[src/hdl/ieh_pkg.sv]
`timescale 1ns / 1ps

package ieh_pkg;

	localparam logic [7:0] TYPE_ECHO_REQUEST = 8'd8;
	localparam logic [7:0] TYPE_ECHO_REPLY = 8'd0;
	localparam logic [7:0] CODE_ECHO = 8'd0;
	localparam logic [15:0] SEQ_RESET = 16'd1;
	localparam logic [15:0] ID_RESET = 16'd0;

	// One input request as seen by the accumulator, with the header fields for it.
	typedef struct packed {
		logic fire;
		logic byte_valid;
		logic last;
		logic [7:0] payload_byte;
		logic [7:0] msg_type;
		logic [15:0] identifier;
		logic [15:0] seq_num;
	} ieh_item_t;

	// Finished payload sum and header fields, handed to the output stage.
	typedef struct packed {
		logic valid;
		logic [15:0] payload_sum;
		logic [7:0] msg_type;
		logic [15:0] identifier;
		logic [15:0] seq_num;
	} ieh_final_t;

	function automatic logic [15:0] oc_add(input logic [15:0] a, input logic [15:0] b);
		logic [16:0] t;
		t = {1'b0, a} + {1'b0, b};
		return t[15:0] + {15'd0, t[16]};
	endfunction

endpackage

[src/hdl/icmp_echo_header_generator_core.sv]
`timescale 1ns / 1ps

// Builds an ICMP echo header from a stream of payload bytes and accepts one request per clock
// while not stalled. Each request is registered, its byte is then folded into a ones'
// complement running sum, and on the last request the sum and header fields are registered,
// then the header words are added and the header is registered on the result port. The result
// sits in an output register, so input flows on while a single header waits. Sequence numbers
// start at 1 after reset and advance by one per header. The user must write the identifier
// through cfg_we and cfg_wdata only while no packet is in flight; the block does not check.

module icmp_echo_header_generator_core
	import ieh_pkg::*;
(
	input logic clk,
	input logic arst_n,
	input logic s_axis_tvalid,
	output logic s_axis_tready,
	// payload_byte [7:0], byte_valid [8], zero fill [15:9]
	input logic [15:0] s_axis_tdata,
	input logic s_axis_tlast,
	// message_kind [0]
	input logic [0:0] s_axis_tuser,
	output logic m_axis_tvalid,
	input logic m_axis_tready,
	// msg_type [7:0], msg_code [15:8], header_checksum [31:16],
	// header_identifier [47:32], header_sequence [63:48]
	output logic [63:0] m_axis_tdata,
	input logic cfg_we,
	input logic [15:0] cfg_wdata
);

	logic valid_s1;
	logic [7:0] byte_s1;
	logic byte_valid_s1;
	logic last_s1;
	logic kind_s1;
	logic [15:0] identifier_q;
	logic [15:0] next_seq_q;
	logic acc_ready;
	logic item_fire;
	ieh_item_t item;
	ieh_final_t fin;
	logic fin_ready;

	assign s_axis_tready = !valid_s1 || acc_ready;
	assign item_fire = valid_s1 && acc_ready;

	always_ff @(posedge clk or negedge arst_n) begin
		if (!arst_n) begin
			valid_s1 <= 1'b0;
			identifier_q <= ID_RESET;
			next_seq_q <= SEQ_RESET;
		end else begin
			if (s_axis_tready) begin
				valid_s1 <= s_axis_tvalid;
			end
			if (cfg_we) begin
				identifier_q <= cfg_wdata;
			end
			if (item_fire && last_s1) begin
				next_seq_q <= next_seq_q + 16'd1;
			end
		end
	end

	always_ff @(posedge clk) begin
		if (s_axis_tready && s_axis_tvalid) begin
			byte_s1 <= s_axis_tdata[7:0];
			byte_valid_s1 <= s_axis_tdata[8];
			last_s1 <= s_axis_tlast;
			kind_s1 <= s_axis_tuser[0];
		end
	end

	always_comb begin
		item.fire = item_fire;
		item.byte_valid = byte_valid_s1;
		item.last = last_s1;
		item.payload_byte = byte_s1;
		item.msg_type = kind_s1 ? TYPE_ECHO_REPLY : TYPE_ECHO_REQUEST;
		item.identifier = identifier_q;
		item.seq_num = next_seq_q;
	end

	ieh_accum u_accum (
		.clk(clk),
		.arst_n(arst_n),
		.item(item),
		.ready(acc_ready),
		.fin(fin),
		.fin_ready(fin_ready)
	);

	ieh_hdr_out u_hdr_out (
		.clk(clk),
		.arst_n(arst_n),
		.fin(fin),
		.fin_ready(fin_ready),
		.out_valid(m_axis_tvalid),
		.out_ready(m_axis_tready),
		.out_data(m_axis_tdata)
	);

endmodule

[src/hdl/ieh_accum.sv]
`timescale 1ns / 1ps

module ieh_accum
	import ieh_pkg::*;
(
	input logic clk,
	input logic arst_n,
	input ieh_item_t item,
	output logic ready,
	output ieh_final_t fin,
	input logic fin_ready
);

	logic [15:0] running_sum_q;
	logic odd_q;
	logic [7:0] held_q;
	logic fin_valid_s2;
	logic [15:0] payload_sum_s2;
	logic [7:0] msg_type_s2;
	logic [15:0] identifier_s2;
	logic [15:0] seq_num_s2;
	logic [7:0] byte_eff;
	logic [15:0] add_word;
	logic [15:0] sum_next;

	// The word to add is the completed pair, or the zero-padded byte on the last request.
	always_comb begin
		byte_eff = item.byte_valid ? item.payload_byte : 8'd0;
		add_word = odd_q ? {held_q, byte_eff} : {byte_eff, 8'd0};
		sum_next = oc_add(running_sum_q, add_word);
	end

	assign ready = !fin_valid_s2 || fin_ready;

	always_ff @(posedge clk or negedge arst_n) begin
		if (!arst_n) begin
			running_sum_q <= 16'd0;
			odd_q <= 1'b0;
			held_q <= 8'd0;
			fin_valid_s2 <= 1'b0;
		end else begin
			if (item.fire && item.last) begin
				running_sum_q <= 16'd0;
				odd_q <= 1'b0;
				held_q <= 8'd0;
			end else if (item.fire && item.byte_valid) begin
				if (odd_q) begin
					running_sum_q <= sum_next;
					odd_q <= 1'b0;
				end else begin
					held_q <= item.payload_byte;
					odd_q <= 1'b1;
				end
			end
			if (item.fire && item.last) begin
				fin_valid_s2 <= 1'b1;
			end else if (fin_ready) begin
				fin_valid_s2 <= 1'b0;
			end
		end
	end

	always_ff @(posedge clk) begin
		if (item.fire && item.last) begin
			payload_sum_s2 <= sum_next;
			msg_type_s2 <= item.msg_type;
			identifier_s2 <= item.identifier;
			seq_num_s2 <= item.seq_num;
		end
	end

	assign fin = '{valid: fin_valid_s2, payload_sum: payload_sum_s2, msg_type: msg_type_s2,
		identifier: identifier_s2, seq_num: seq_num_s2};

endmodule

[src/hdl/ieh_hdr_out.sv]
`timescale 1ns / 1ps

module ieh_hdr_out
	import ieh_pkg::*;
(
	input logic clk,
	input logic arst_n,
	input ieh_final_t fin,
	output logic fin_ready,
	output logic out_valid,
	input logic out_ready,
	output logic [63:0] out_data
);

	logic out_valid_q;
	logic [63:0] out_data_q;
	logic [17:0] total;
	logic [16:0] fold1;
	logic [15:0] folded;

	// Four-term ones' complement sum, folded twice.
	always_comb begin
		total = {2'd0, fin.payload_sum} + {2'd0, fin.msg_type, 8'd0}
			+ {2'd0, fin.identifier} + {2'd0, fin.seq_num};
		fold1 = {1'b0, total[15:0]} + {15'd0, total[17:16]};
		folded = fold1[15:0] + {15'd0, fold1[16]};
	end

	assign fin_ready = !out_valid_q || out_ready;

	always_ff @(posedge clk or negedge arst_n) begin
		if (!arst_n) begin
			out_valid_q <= 1'b0;
		end else if (fin.valid && fin_ready) begin
			out_valid_q <= 1'b1;
		end else if (out_ready) begin
			out_valid_q <= 1'b0;
		end
	end

	always_ff @(posedge clk) begin
		if (fin.valid && fin_ready) begin
			out_data_q <= {fin.seq_num, fin.identifier, ~folded, CODE_ECHO, fin.msg_type};
		end
	end

	assign out_valid = out_valid_q;
	assign out_data = out_data_q;

endmodule

[config.mk]
export PLATFORM = sky130hd
export DESIGN_NAME = icmp_echo_header_generator_core
export DESIGN_NICKNAME = d
export VERILOG_FILES = /design/src/hdl/ieh_pkg.sv /design/src/hdl/icmp_echo_header_generator_core.sv /design/src/hdl/ieh_accum.sv /design/src/hdl/ieh_hdr_out.sv
export SDC_FILE = /design/constraint.sdc
export NUM_CORES = 1
export LEC_CHECK = 0
export ABC_AREA = 1
export BUFFER_PORTS_ARGS = -buffer_cell sky130_fd_sc_hd__buf_4
export CAP_MARGIN = 20
export CELL_PAD_IN_SITES_DETAIL_PLACEMENT = 1
export CELL_PAD_IN_SITES_GLOBAL_PLACEMENT = 2
export CORE_ASPECT_RATIO = 1.25
export CORE_MARGIN = 5
export CORE_UTILIZATION = 34
export DETAILED_ROUTE_END_ITERATION = 7
export GPL_ROUTABILITY_DRIVEN = 0
export PLACE_DENSITY_LB_ADDON = 0.08
export SLEW_MARGIN = 20
export SYNTH_ARGS = -nofsm -noshare
export SYNTH_HDL_FRONTEND = slang
export SYNTH_HIERARCHICAL = 1
export SYNTH_SLANG_ARGS = --single-unit
[constraint.sdc]
create_clock -name clk -period 5.75 [get_ports clk]
set_input_delay 0.2875 -clock clk [delete_from_list [all_inputs] [get_ports clk]]
set_output_delay 0.2875 -clock clk [all_outputs]
set_load 0.05 [all_outputs]
* Yosys cells after proc, flatten, opt, wreduce, memory -nomap -nowiden
Index checks and enable logic that the tools add are counted.
** Word-level totals
- Register bits after elaboration :: 183
- Latch bits :: 0
- Memory bits (writable) :: 0
- Memory bits (read-only) :: 0
- Bits of input ports :: 39
- Output and inout bits :: 66
- Word-level logic and storage cells :: 60
- Memories :: 0
** Operators by class
- Add/sub/neg operators :: 8
- Multipliers :: 0
- Divide/modulo/power cells :: 0
- Magnitude comparators :: 0
- Equal/unequal tests :: 1
- Shift operators :: 0
- Muxes and demuxes :: 16
- Bitwise logic cells :: 1
- Reduce and logical (&&, ||, !) cells :: 17
** Operator list (count)
- $mux W16 :: 4
- $add A18 B16 Y18 :: 2
- $add A16 B16 Y17 :: 2
- $add A16 B1 Y16 :: 2
- $mux W8 :: 4
- $add A16 B2 Y17 :: 1
- $add A16 B1 Y16 const B :: 1
- $not A16 Y16 :: 1
- $reduce_bool A2 Y1 :: 4
- $mux W1 :: 7
- $logic_and A1 B1 Y1 :: 5
- $mux W4 :: 1
- $reduce_and A2 Y1 :: 2
- $logic_not A1 Y1 :: 3
- $logic_or A1 B1 Y1 :: 3
- $ne A2 B2 Y1 const B :: 1

* Longest topological paths before layout
- Depth after elaboration :: 7
- Depth in mapped cells :: 42

* Hierarchy
The synthesis kept the hierarchy.
** Modules (own cells, without submodules)
- ieh_accum :: instances 1, cells each 507, area an instance 4420.5 sq um, seq. area each 2332.2 sq um
- ieh_hdr_out :: instances 1, cells each 486, area an instance 4377.9 sq um, seq. area each 1706.6 sq um
- icmp_echo_header_generator_core :: instances 1, cells each 159, area an instance 1843.0 sq um, seq. area each 1157.4 sq um

* Worst setup path before layout
No wires, ideal clock.
- Path kind :: register -> register
- From :: register u_accum.seq_num_s2[2]
- To :: register u_hdr_out.out_data_q[31] (netlist: u_hdr_out/out_data[31]) (data pin)
- Arrival time :: 5434 ps
- Data required time :: 5501 ps
- Slack :: 67 ps
- Cell stages (with the launch flop) :: 42
- Clock period less this slack :: 5683 ps
- Path through :: edfxtp_1 > inv_1 > fa_1 > inv_1 > ha_1 > ha_1 > inv_1 > fa_1 > inv_1 > nand3_1 > nand2_1 > nand2_1 > nand2_1 > nand2_1 > nand2_1 > a21oi_1 > o21ai_0 > xor2_1 > [... 6 more ...] > nand4_1 > nor2_1 > nand3b_1 > nor2_1 > ha_1 > nand2_1 > nor2_1 > nand3_1 > nor2_2 > nand3_2 > nor2_4 > nand2_2 > nor2_4 > nand3_4 > nor2_4 > nand3_1 > nand2_1 > inv_1
** On the way
- Longest elaborated chain between the ends :: 4
** RTL lines
- start, declared :: RTL line ieh_accum.sv:21 : logic [15:0] seq_num_s2;
- start signal, assigned :: RTL line ieh_accum.sv:68 : seq_num_s2 <= item.seq_num;
- $add A18 B16 Y18 :: RTL line ieh_hdr_out.sv:24 : + {2'd0, fin.identifier} + {2'd0, fin.seq_num};
- $add A16 B2 Y17 :: RTL line ieh_hdr_out.sv:25 : fold1 = {1'b0, total[15:0]} + {15'd0, total[17:16]};
- $add A16 B1 Y16 :: RTL line ieh_hdr_out.sv:26 : folded = fold1[15:0] + {15'd0, fold1[16]};
- $not A16 Y16 :: RTL line ieh_hdr_out.sv:43 : out_data_q <= {fin.seq_num, fin.identifier, ~folded, CODE_ECHO, fin.msg_type};
- end signal, assigned :: RTL line ieh_hdr_out.sv:43
- end, declared :: RTL line ieh_hdr_out.sv:16 : logic [63:0] out_data_q;
Every way passes these cells.
A chain may end at the register's enable or synchronous reset.

* Final worst setup path
- From :: register u_accum.seq_num_s2[2]
- To :: register u_hdr_out.out_data_q[30] (netlist: u_hdr_out/out_data[30]) (data pin)
Same word-level chain as after synthesis.

==> flow_summary.yaml <==
outcome:
  status: "complete, no violations"
floorplan:
  coreArea_um2: 30900
  die_w_um: 168
  ios: 105
  initial_core_util_pct: 34.4
  die_area_um2: 35000
  row_count: 72
  die_y_um: 208
worst_setup_path:
  r2r-start: "u_accum/seq_num_s2[2]"
  worst_path_largest_cell_delay_ns: 0.52
  worstRegToRegCells: 42
  crit_path_max_fanout: 3
  worstReg2RegEnd: "u_hdr_out/out_data[30]"
  required_ns: 5.94
  worst-endpoint-arrival_ns: 5.94
  crit_slowest_cell: "fa_1"
  crit_top_cell: "nand2_2"
  crit_path_end_kind: "flip-flop"
  path_class: "flip-flop to flip-flop"
  r2r_setup_slack_ns: 0.003
  start_kind: "flip-flop"
yosys:
  synth_cell_types: 45
  ys_seq_elements: 183
  yosysMostFrequentCell: "nand2_1"
  netlist.area_leader.share_pct: 34.7
  synth_compound_area_share_pct: 3.68
  synth_area_leaders: "edfxtp_1 (35%), dfrtp_1 (14%), nand2_1 (11%), inv_1 (7.5%), ha_1 (5.3%)"
  synth-xor-area-share_pct: 2.52
  yosysWarnings: 6
  netlist_area_um2: 10600
  synth_edf_count: 123
  synth_top_cell_by_area: "edfxtp_1"
  synth_top_family_by_area: "simple AND/OR/NAND/NOR gates"
  synth_common_cells: "nand2_1 (305), inv_1 (212), edfxtp_1 (123)"
  yosys.area_share.adder_pct: 10.4
  syn_inst: 1152
  synth-main-ff-cell: "edfxtp_1"
  async_reset_ff_share_pct: 32.8
  synth-simple-area-share_pct: 23.9
  avgSynthCellArea_um2: 9.24
  yosysSeqAreaShare_pct: 48.8
  synthMuxAreaShare_pct: 1.69
timing:
  period_share_pct: 99.9
  finClkSkew_ns: 0.0105
  tightest_slew_ns: 1.00
  fmax_ghz: 0.174
  relSlewSlack_pct: 32.6
  setup_viol: 0
  hold_viol: 0
  setup_tns_ns: 0
  min_period_ns: 5.75
  rsz0062_at_grt: "yes"
  finalMaxSlewViolations: 0
clock_tree:
  cts_htree_levels: 4
  cts.sinks: 183
  numCtsBuffers: 17
  clkLatencyLatePin_ns: 0.44
  path_clk_slew_ns: 0.08
  cts_tree: "done"
  root_buffer: "clkbuf_16"
  clk_path_buf_depth: 2
hold_path:
  min_path_type: "input port to flip-flop"
  worstHoldEndpoint: "valid_s1"
  hold_depth: 3
  holdCritStartpoint: "s_axis_tvalid"
global_routing:
  grt_max_degree: 61
  grt_pass1_wl_um: 44800
  antenna_found_initial: 0
  grt_usage_pct: 16.4
  grt_pass1_vias: 8709
  grt_overflow: 0
cells_and_area:
  nNetsFinal: 1512
  diodes: 0
  area_delta_synth_final_pct: 30.3
  drive_gt1_share_pct: 30.6
  fin_area_um2: 13900
  regArea_um2: 5200
  fin_util_pct: 44.9
  multiInputGateArea_um2: 4870
  fill_cells: 3576
power:
  peakVddDrop_mv: 0.219
  power.density_nw_per_um2: 459
  leakagePower_nw: 6.58
placed_design:
  placed_area_um2: 12300
  hpwlAfterDp_um: 22200
  io_buffers: 89
routing:
  ant_nets: 0
  dr.pass1.iters: 4
  wl_per_cell_um: 15.6
  avgViaCountPerCell: 4.47
  drt-total-wl_um: 28500
  vias: 8131
  drt_iter0_markers: 230
  drc: 0
job:
  cap_violations: 0
## state kept, by name, indices dropped and copies added (netlist names), 8 cells and up
name,count
u_accum/running_sum_q,16
u_accum/payload_sum_s2,16
u_hdr_out/out_data,56
byte_s1,8
u_accum/seq_num_s2,16
u_accum/msg_type_s2,8
u_accum/identifier_s2,16
identifier_q,16
next_seq_q,16
u_accum/held_q,8
## kinds of logic after synthesis
group                    Yosys count
AO/OA/AOI/OAI                     68
flip-flops                       183
adder cells (fa/ha/maj)           72
AND/OR/NAND/NOR                  542
buffers and inverters            241
XOR/XNOR                          28
other                              2
multiplexers                      16
## routing by layer
layer	GRT usage, %	share of wire, %
met1	17.8	39
met2	32.3	57
met3	2.48	1.9
met4	4.93	2.1
met5	0	0
## per-stage QoR
stage | setup slack, ns | power [mW] | instances | hold slack, ns
floorplan | 0.0666 | 3.82 | 1165 | -0.00809
global placement | -0.155 | 4.73 | 1718 | 0.425
detailed placement | -0.336 | 4.77 | 1718 | 0.433
CTS | -0.132 | 6.22 | 1804 | 0.00348
global route | -0.385 | 6.87 | 1821 | 0.0475
finish | 0.00320 | 6.36 | 1821 | 0.0619
## timing repair
item	in CTS	in global routing
setup endpoints to repair	8	11
pin swaps	28	38
hold buffers	11	1
gates resized for setup	30	54
hold endpoints to repair	15	1
setup buffers	43	19
## cell usage in the layout (no fill, tap or decap), types with 24 or more instances in the layout
master | Yosys | final
fa_1 | 27 | 24
inv_1 | 212 | 196
inv_2 | 10 | 24
o21ai_0 | 31 | 28
nor2_1 | 56 | 52
ha_1 | 45 | 33
nand2_2 | 28 | 42
nand3_1 | 85 | 77
edfxtp_1 | 123 | 123
dfrtp_1 | 59 | 59
nand2_1 | 305 | 288
buf_4 | 10 | 219
## worst max path at each step
stage	startpoint	to	slack, ns	cells after the start
after floorplan	u_accum/seq_num_s2[2]	u_hdr_out/out_data[31]	0.07	41
after global placement	u_accum/seq_num_s2[2]	u_hdr_out/out_data[31]	-0.16	42
after detailed placement	u_accum/seq_num_s2[2]	u_hdr_out/out_data[30]	-0.34	42
after CTS	u_accum/identifier_s2[2]	u_hdr_out/out_data[30]	-0.13	42
after global routing	u_accum/seq_num_s2[13]	u_hdr_out/out_data[30]	-0.39	37
final	u_accum/seq_num_s2[2]	u_hdr_out/out_data[30]	0.003	42
## power breakdown
group          internal [mW]  total [mW]  switching (mW)  leakage (nW)
Combinational           1.28        3.29            2.01          4.37
Clock                  0.671        1.23           0.562         0.309
Sequential              1.70        1.84           0.138          1.91
Total                   3.65        6.36            2.71          6.58
## layout make-up
| cell class | instances | area share (%) |
|---|---|---|
| clock inverters | 15 | 1.48 |
| inverters | 223 | 6.08 |
| well taps | 407 | 3.67 |
| repair buffers | 235 | 13.1 |
| flip-flops and latches | 183 | 37.5 |
| multi-input cells | 741 | 35.2 |
| clock buffers | 17 | 3.07 |
## worst max-delay path: cells and delay by family (launching register included)
family	cells	cell delay, ns
adders and majority gates	7	1.81
DFF	1	0.36
and+or+nand+nor	27	2.62
AOI/OAI and AO/OA	2	0.20
buffers and inverters	5	0.37
xor gates and xnor gates	1	0.16
No activity file was read; power rests on OpenSTA's default activity.
